<file path="config.mk">
export PLATFORM = sky130hd
export DESIGN_NAME = tcle_cfg_regs
export DESIGN_NICKNAME = d
export VERILOG_FILES = /design/src/design/tcle_pkg.sv /design/src/design/tcle_cfg_regs.sv
export SDC_FILE = /design/constraint.sdc
export NUM_CORES = 1
export LEC_CHECK = 0
export ABC_AREA = 1
export BUFFER_PORTS_ARGS = -buffer_cell sky130_fd_sc_hd__clkbuf_2
export CAP_MARGIN = 20
export CORE_MARGIN = 4
export CORE_UTILIZATION = 37
export CTS_CLUSTER_DIAMETER = 40
export DETAILED_ROUTE_END_ITERATION = 12
export MAX_ROUTING_LAYER = met4
export PLACE_DENSITY_LB_ADDON = 0.05
export SETUP_SLACK_MARGIN = 0.4
export SKIP_CTS_REPAIR_TIMING = 1
export SLEW_MARGIN = 20
export SYNTH_ARGS = -nofsm -noshare
export SYNTH_HDL_FRONTEND = slang
export SYNTH_SLANG_ARGS = --single-unit
</file>
<file path="constraint.sdc">
create_clock -name clk -period 1.51 [get_ports clk]
set_input_delay 0.302 -clock clk [delete_from_list [all_inputs] [get_ports clk]]
set_output_delay 0.302 -clock clk [all_outputs]
set_load 0.03 [all_outputs]
</file>
<file path="src/design/tcle_pkg.sv">
// shared types and constants of the canonical line editor
package tcle_pkg;

    // request codes
    localparam logic [1:0] REQ_BYTE = 2'd0;
    localparam logic [1:0] REQ_READ = 2'd1;
    localparam logic [1:0] REQ_INTR = 2'd2;

    // result kinds
    localparam logic [2:0] KIND_ECHO    = 3'd0;
    localparam logic [2:0] KIND_DATA    = 3'd1;
    localparam logic [2:0] KIND_EOF     = 3'd2;
    localparam logic [2:0] KIND_INTR    = 3'd3;
    localparam logic [2:0] KIND_REFUSED = 3'd4;
    localparam logic [2:0] KIND_NOLINE  = 3'd5;

    // configuration register indexes
    localparam logic [2:0] CFG_CANONICAL  = 3'd0;
    localparam logic [2:0] CFG_ECHO       = 3'd1;
    localparam logic [2:0] CFG_ECHO_ERASE = 3'd2;
    localparam logic [2:0] CFG_CR_TO_NL   = 3'd3;
    localparam logic [2:0] CFG_EOF_CHAR   = 3'd4;
    localparam logic [2:0] CFG_ERASE_CHAR = 3'd5;

    // control characters
    localparam logic [7:0] CH_CR = 8'd13;
    localparam logic [7:0] CH_LF = 8'd10;
    localparam logic [7:0] CH_BS = 8'd8;
    localparam logic [7:0] CH_SP = 8'd32;

    // register reset values
    localparam logic [7:0] EOF_CHAR_RESET   = 8'd4;
    localparam logic [7:0] ERASE_CHAR_RESET = 8'd127;

    typedef struct packed {
        logic       canonical_mode;
        logic       echo_enable;
        logic       echo_erase_enable;
        logic       cr_to_newline;
        logic [7:0] eof_char;
        logic [7:0] erase_char;
    } cfg_t;

endpackage

</file>
<file path="src/design/tcle_cfg_regs.sv">
// configuration register file of the canonical line editor
module tcle_cfg_regs (
    input  logic            clk,
    input  logic            rst_n,
    input  logic            cfg_write,
    input  logic [2:0]      cfg_index,
    input  logic [7:0]      cfg_data,
    output tcle_pkg::cfg_t  cfg
);
    import tcle_pkg::*;

    cfg_t cfg_reg;
    cfg_t cfg_next;

    always_comb
    begin
        cfg_next = cfg_reg;
        if (cfg_write)
        begin
            unique case (cfg_index)
                CFG_CANONICAL:  cfg_next.canonical_mode    = cfg_data[0];
                CFG_ECHO:       cfg_next.echo_enable       = cfg_data[0];
                CFG_ECHO_ERASE: cfg_next.echo_erase_enable = cfg_data[0];
                CFG_CR_TO_NL:   cfg_next.cr_to_newline     = cfg_data[0];
                CFG_EOF_CHAR:   cfg_next.eof_char          = cfg_data;
                CFG_ERASE_CHAR: cfg_next.erase_char        = cfg_data;
                default:        cfg_next = cfg_reg;
            endcase
        end
    end

    always_ff @(posedge clk or negedge rst_n)
    begin
        if (!rst_n)
        begin
            cfg_reg.canonical_mode    <= 1'b1;
            cfg_reg.echo_enable       <= 1'b1;
            cfg_reg.echo_erase_enable <= 1'b1;
            cfg_reg.cr_to_newline     <= 1'b1;
            cfg_reg.eof_char          <= EOF_CHAR_RESET;
            cfg_reg.erase_char        <= ERASE_CHAR_RESET;
        end
        else
        begin
            cfg_reg <= cfg_next;
        end
    end

    assign cfg = cfg_reg;

endmodule

</file>
Yosys cells after proc, flatten, opt, wreduce, memory -nomap -nowiden
Cells that the tools add are included.
Widths: inputs -> output; s select.
- flip-flop bits (word level): 20
- input port bits: 14
- output and inout bits: 20
- logic and storage cells: 18
- equal/unequal tests: 5
- reduce and logical (&&, ||, !) cells: 7
- operator list (operator ; count):
    $reduce_and 2->1 ; 6
    $eq 3x2->1 const B ; 2
    $eq 3x3->1 const B ; 2
    $eq 3x1->1 const B ; 1
    $logic_not 3->1 ; 1

Logic depth before layout (Yosys ltp)
Gate-level depths: netlist of run 1.
- depth in word-level cells: 2
- depth in mapped cells: 5
- mapped depth without buffers: 5

Least setup slack after synthesis of run 1
No wires, ideal clock.
- kind: register to output
- start: register cfg_reg (netlist bit cfg[0])
- end: output port cfg[0] (netlist bit)
- data required time: 1.208 ns
- setup slack: 0.611 ns
- cell stages (with the launch flop): 1
- arrival: 0.597 ns
- buffers on the path: 0
- cells stage by stage: dfstp_2
- RTL lines (item ; RTL line ; text):
    start, declared ; tcle_cfg_regs.sv:12 ; cfg_t cfg_reg;
    start signal, assigned ; tcle_cfg_regs.sv:45 ; cfg_reg <= cfg_next;
    end, declared ; tcle_cfg_regs.sv:8 ; output tcle_pkg::cfg_t cfg
No word-level cell between the ends.

Final worst setup path of run 1
- start: register cfg_reg (netlist bit cfg[6])
- end: output port cfg[6] (netlist bit)
No word-level cell between the ends.

==> key figures, run 1 <==
Final layout
  • Largest register FFs: 20
  • N_diodes: 0
  • Nets: 161
  • Proportion of layout cells with a drive suffix above 1: 0.459
  • Design area: 1300 um^2
  • Area Overhead vs Synth: 52.4%

Clocking
  • Root Buffer: clkbuf_4
  • CTS sink count: 20
  • Clock transition at path regs: 120 ps
  • H-Tree Depth: 1
  • CTS tree: yes
  • Clk_lat worst skew: 290 ps
  • Max Buffers Root-to-Sink: 2
  • CTS buffer count: 3

Synth
  • Yosys reg bits: 20
  • Cell Area, Synth: 855 um^2
  • Asr flop ratio synth: 1.00
  • Post-synth top cells: nand2_1 (55), dfstp_2 (12), nand3_1 (12), dfrtp_1 (8)
  • Syn Area/Cell: 8.55 um^2
  • Seq/Total Area, Yosys: 0.603
  • Main synth FF type: dfstp_2
  • Yosys top cell area share: 0.369
  • Netlist cell types: 11
  • Post-synth EDFFs: 0
  • Synth warn: 0
  • Synth area leaders: dfstp_2 (37%), nand2_1 (24%), dfrtp_1 (23%)
  • Cells after Synth: 100
  • Largest area contributor in the synthesized netlist: dfstp_2
  • Post-Syn Nets: 114
  • Top-count cell post-synth: nand2_1

Hold path
  • Min-Delay Path Class: primary input to flop
  • Hold Path Origin: cfg_data[4]
  • Worst Hold End: cfg[4]
  • Worst Hold Path Cells: 3

Placed design
  • DP Area: roughly 1100 um^2
  • Hpwl dp: 1420 um
  • Port bufs: 33
  • Gp weighted congestion: 0.688

Routing
  • Vias/cell: 4.37
  • Residual DRC count: 0
  • Drt first pass iters: 4
  • DR vias: 761
  • DR WL/cell: 11.3 um
  • Final ANT Viol Nets: 0
  • Initial DRC Count: 13
  • Routed WL: 1960 um

Setup path
  • RR Endpoint: cfg[10]
  • Slowest cell on crit path: dfstp_2
  • Crit Path Max Fanout: 2
  • CP top delay family: flip-flops
  • Critical Path RT: 1210 ps
  • Startpoint Class: flop
  • Crit Path Category: flop to output port
  • R2r setup slk: ~700 ps
  • CP Cell Sequence: buf_6
  • WP buf/inv: 1
  • Crit path arrival time: around 1000 ps
  • Critical Path End Type: output port
  • Max incr delay on CP: roughly 560 ps
  • R2R cell count: 3
  • RR Startpoint: cfg[10]

Timing
  • Worst-margin pin slew: 495 ps
  • Relative slew slack: 0.670
  • Setup-failing EPs final: 0
  • Min Tclk post-route: 1290 ps
  • Setup TNS after final layout: 0 ps
  • Skew final: 0 ps
  • Fmax: 777 MHz
  • Slew Limit Fails: 0
  • RSZ-0062 raised after global routing: yes
  • Final Hold Fails: 0
  • Final worst path period share: 0.853

Global routing
  • Largest net degree at the start of global routing: 21
  • Gr ovfl total: 0
  • First-pass GRT wire length: roughly 3200 um
  • GRT Util Overall: 0.130
  • Initial antenna violation count: 0
  • Vias in the first global route: 717

Floorplanning
  • CORE AREA: 2210 um^2
  • Starting Density: 0.386
  • I/O Pins: 34
  • Die area: about 3100 um^2
  • Die W: 56.1 um
  • FP Rows: 17
  • Die Ht: 56.1 um

Flow run
  • Max_cap viols: 0

Pwr
  • Worst IR Drop VDD: between 700 and 800 uV
  • Overall Power: 1.84 mW
  • Pleak: 0.695 nW
  • Pwr dens: between 1000 and 1500 nW/um^2

Outcome
  • Status: finished, final reports clean
placed cells by master, fill, tap and decap left out:
cell type,instances
nand2_2,2
clkbuf_4,3
inv_1,2
inv_2,3
clkbuf_2,13
buf_4,9
dfrtp_1,8
nor2_1,1
nor2_4,1
bufinv_16,1
dfstp_2,12
nand3_1,12
buf_6,20
nand2_1,55
dlygate4sd3_1,1
nor2_2,3
report_power, final:
| part | internal [mW] | total [mW] | switching (mW) |
|---|---|---|---|
| registers | 0.680 | 0.752 | 0.0718 |
| logic | 0.297 | 0.651 | 0.354 |
| clock network | 0.268 | 0.434 | 0.166 |
| total | 1.25 | 1.84 | 0.592 |
how the worst max path moves through the flow:
stage | from | to | cells past startpoint
6_report | cfg[6] | cfg[6] | 1
5_1_grt | cfg[6] | cfg[6] | 1
4_1_cts | cfg[10] | cfg[10] | 1
3_5_place_dp | cfg_index[2] | cfg[7] | 6
3_3_place_gp | cfg_index[2] | cfg[7] | 6
2_1_floorplan | cfg[0] | cfg[0] | 0
through the flow:
step / worst slack, ps / hold WS (ps) / cells / util
6_report: 222 / 189 / 174 / 0.589
2_1_floorplan: 611 / 6.41 / 100 / -
3_5_place_dp: 419 / 294 / 161 / 0.477
3_3_place_gp: 436 / 287 / 161 / 0.477
4_1_cts: 145 / -48.5 / 165 / 0.501
5_1_grt: 175 / 182 / 174 / 0.589
layer usage:
layer	track usage	wire (um)
met1	0.186	953
met2	0.185	895
met3	0.0255	99
met4	0.0407	16
met5	-	0
area by class of cell:
class / instances / area (um^2)
clock buffers: 3 / 22.5
clock inverters: 1 / 30.0
fillers: 217 / 910
inverters: 5 / 18.8
multi-input cells: 74 / 313
flip-flops and latches: 20 / 515
well taps: 28 / 35.0
repair buffers: 43 / 368
cells by family (layout without fill, tap and decap cells):
group	Yosys count	after routing	synth area share
simple gates	74	74	0.366
flops	20	20	0.603
buf+inv	6	52	0.0308
Note: power is estimated with default switching activity, not from simulation.
==> run 2, diff against run 1 <==
ABC_AREA = default   (was 1)
==> run 2 against run 1 <==
Against the previous run:
- synthesized area down 0.29%
- combinational power up 14%
- critical endpoint is now cfg[17]
- clock-buffer cell count did not move
- core utilization down 1.1 points
- sequential power rose by 5.3%
- synthesized cell count down 53%
- critical path type unchanged
==> key figures, run 2 <==
Synth
  • Cell Area, Synth: 852 um^2
  • Main synth FF type: dfstp_2
  • Netlist cell types: 10
  • Asr flop ratio synth: 1.00
  • Post-Syn Nets: 61
  • Post-synth EDFFs: 0
  • Synth area leaders: dfstp_2 (37%), dfrtp_1 (23%), mux2_2 (16%)
  • Yosys reg bits: 20
  • Syn Area/Cell: between 15 and 20 um^2
  • Synth warn: 0
  • Seq/Total Area, Yosys: 0.605
  • Yosys top cell area share: 0.370
  • Cells after Synth: between 40 and 50
  • Largest area contributor in the synthesized netlist: dfstp_2
  • Post-synth top cells: dfstp_2 (12), mux2_2 (12), dfrtp_1 (8), mux2_4 (8), and4bb_2 (2)

Timing
  • Setup-failing EPs final: 0
  • Slew Limit Fails: 0
  • Min Tclk post-route: 1310 ps
  • Skew final: 0 ps
  • Final Hold Fails: 0
  • Fmax: 765 MHz
  • Worst hold margin: 233 ps
  • Worst-margin pin slew: 496 ps
  • Relative slew slack: 0.669
  • RSZ-0062 raised after global routing: yes
  • Final worst path period share: 0.865
  • Setup TNS after final layout: 0 ps

Clocking
  • Clk_lat worst skew: 290 ps
  • CTS sink count: 20
  • H-Tree Depth: 1
  • Max Buffers Root-to-Sink: 2
  • Clock transition at path regs: 130 ps
  • CTS tree: yes
  • Root Buffer: clkbuf_4
  • CTS buffer count: 3

Setup path
  • Startpoint Class: flop
  • RR Endpoint: cfg[9]
  • CP Cell Sequence: buf_6
  • RR Startpoint: cfg[9]
  • Critical path origin: cfg[17]
  • Crit Path Max Fanout: 2
  • Critical Path End Type: output port
  • Critical Path RT: ~1200 ps
  • R2R cell count: 2
  • WP buf/inv: 1
  • Crit path arrival time: 1000 ps
  • Slowest cell on crit path: dfstp_2
  • Max incr delay on CP: 570 ps
  • CP top delay family: flip-flops
  • Crit Path Category: flop to output port
  • R2r setup slk: 600 ps

Global routing
  • Global routing's busiest layer: met2
  • Initial antenna violation count: 0
  • Vias in the first global route: between 500 and 600
  • Met3 usage: 0.0487
  • GRT Util Overall: 0.112
  • First-pass GRT wire length: 2730 um
  • Largest net degree at the start of global routing: 21
  • Met1 Use GR: 0.147
  • Gr ovfl total: 0
  • Global routing usage on met2: 0.169

Flow run
  • Max_cap viols: 0

Routing
  • Residual DRC count: 0
  • DR vias: 549
  • Routed WL: roughly 1700 um
  • Vias/cell: approximately 4.7
  • Drt first pass iters: 2
  • DR WL/cell: 14.8 um
  • Initial DRC Count: 3
  • Final ANT Viol Nets: 0

Placed design
  • Gp weighted congestion: 0.731
  • Port bufs: 33
  • Hpwl dp: 1220 um

Pwr
  • Worst IR Drop VDD: 1080 uV
  • Pwr dens: 1550 nW/um^2
  • Pleak: 0.589 nW

Floorplanning
  • Die Ht: approximately 56 um
  • I/O Pins: 34
  • FP Rows: 17
  • Die W: 56.0 um
  • CORE AREA: 2210 um^2
  • Starting Density: 0.385
  • Die area: 3130 um^2

Final layout
  • N_diodes: 0
  • Area Overhead vs Synth: 50.1%
  • Proportion of layout cells with a drive suffix above 1: 0.865
  • Nets: about 100
  • Most frequent cells in the layout: buf_6 (20), clkbuf_2 (13), mux2_2 (12), dfstp_2 (12)
  • Commonest non-fill, non-tap cell in the layout: buf_6
  • Largest register FFs: 20
  • Fillers: 190

Hold path
  • Worst Hold End: cfg[15]
  • Min-Delay Path Class: primary input to flop
  • Hold Path Origin: cfg_data[7]
  • Worst Hold Path Cells: 2

Outcome
  • Status: finished, final reports clean
## run 2: cell types whose count changed after synthesis, sizes merged
cell    before  now
mux2         0   20
and4bb       0    3
nand4b       0    2
inv          5    0
nand3       12    0
nor4b        0    1
nand2       57    0
nor2         5    0
## run 2: per-layer routing
metal  routed length (um)  part of all wire
met5                    0                 0
met4                    0                 0
met3                  116             0.067
met2                  812              0.47
met1                  802              0.46
## run 2: cell families (layout without fill, tap and decap cells)
kind of cell           Yosys count  in the layout  synth area share
flip-flops                      20             20             0.605
AND/OR/NAND/NOR                  6              6            0.0822
buffers and inverters            1             43            0.0132
multiplexers                    20             20             0.300
## run 2: worst max-delay path by stage
stage                          to  cells past startpoint  slack, ps
after floorplan           cfg[11]                      3        380
after global placement     cfg[8]                      4        180
after detailed placement   cfg[9]                      4        170
after CTS                 cfg[17]                      1        130
after global routing      cfg[17]                      1        170
final                     cfg[17]                      1        200
## run 2: cell type report
cell class	instances	area (um^2)	share of cell area
tap	28	35.0	0.0274
multi-input combinational	26	325	0.254
timing repair buffer	39	350	0.274
clock inverter	1	30.0	0.0235
clock buffer	3	22.5	0.0176
sequential	20	515	0.403
## run 2: report_power, final
part | switching [mW] | internal (mW) | leakage, nW
combinational | 0.361 | 0.384 | 0.339
clock | 0.173 | 0.268 | 0.0279
sequential | 0.0856 | 0.706 | 0.222
## run 2: stage by stage
stage	utilization	worst slack [ps]	total power, mW	area [um^2]	instances
after floorplan	-	384	1.17	852	47
after global placement	0.480	179	1.34	1060	108
after detailed placement	0.480	171	1.35	1060	108
after CTS	0.503	131	1.80	1110	112
after global routing	0.578	175	2.07	1280	117
final	0.578	204	1.98	1280	117
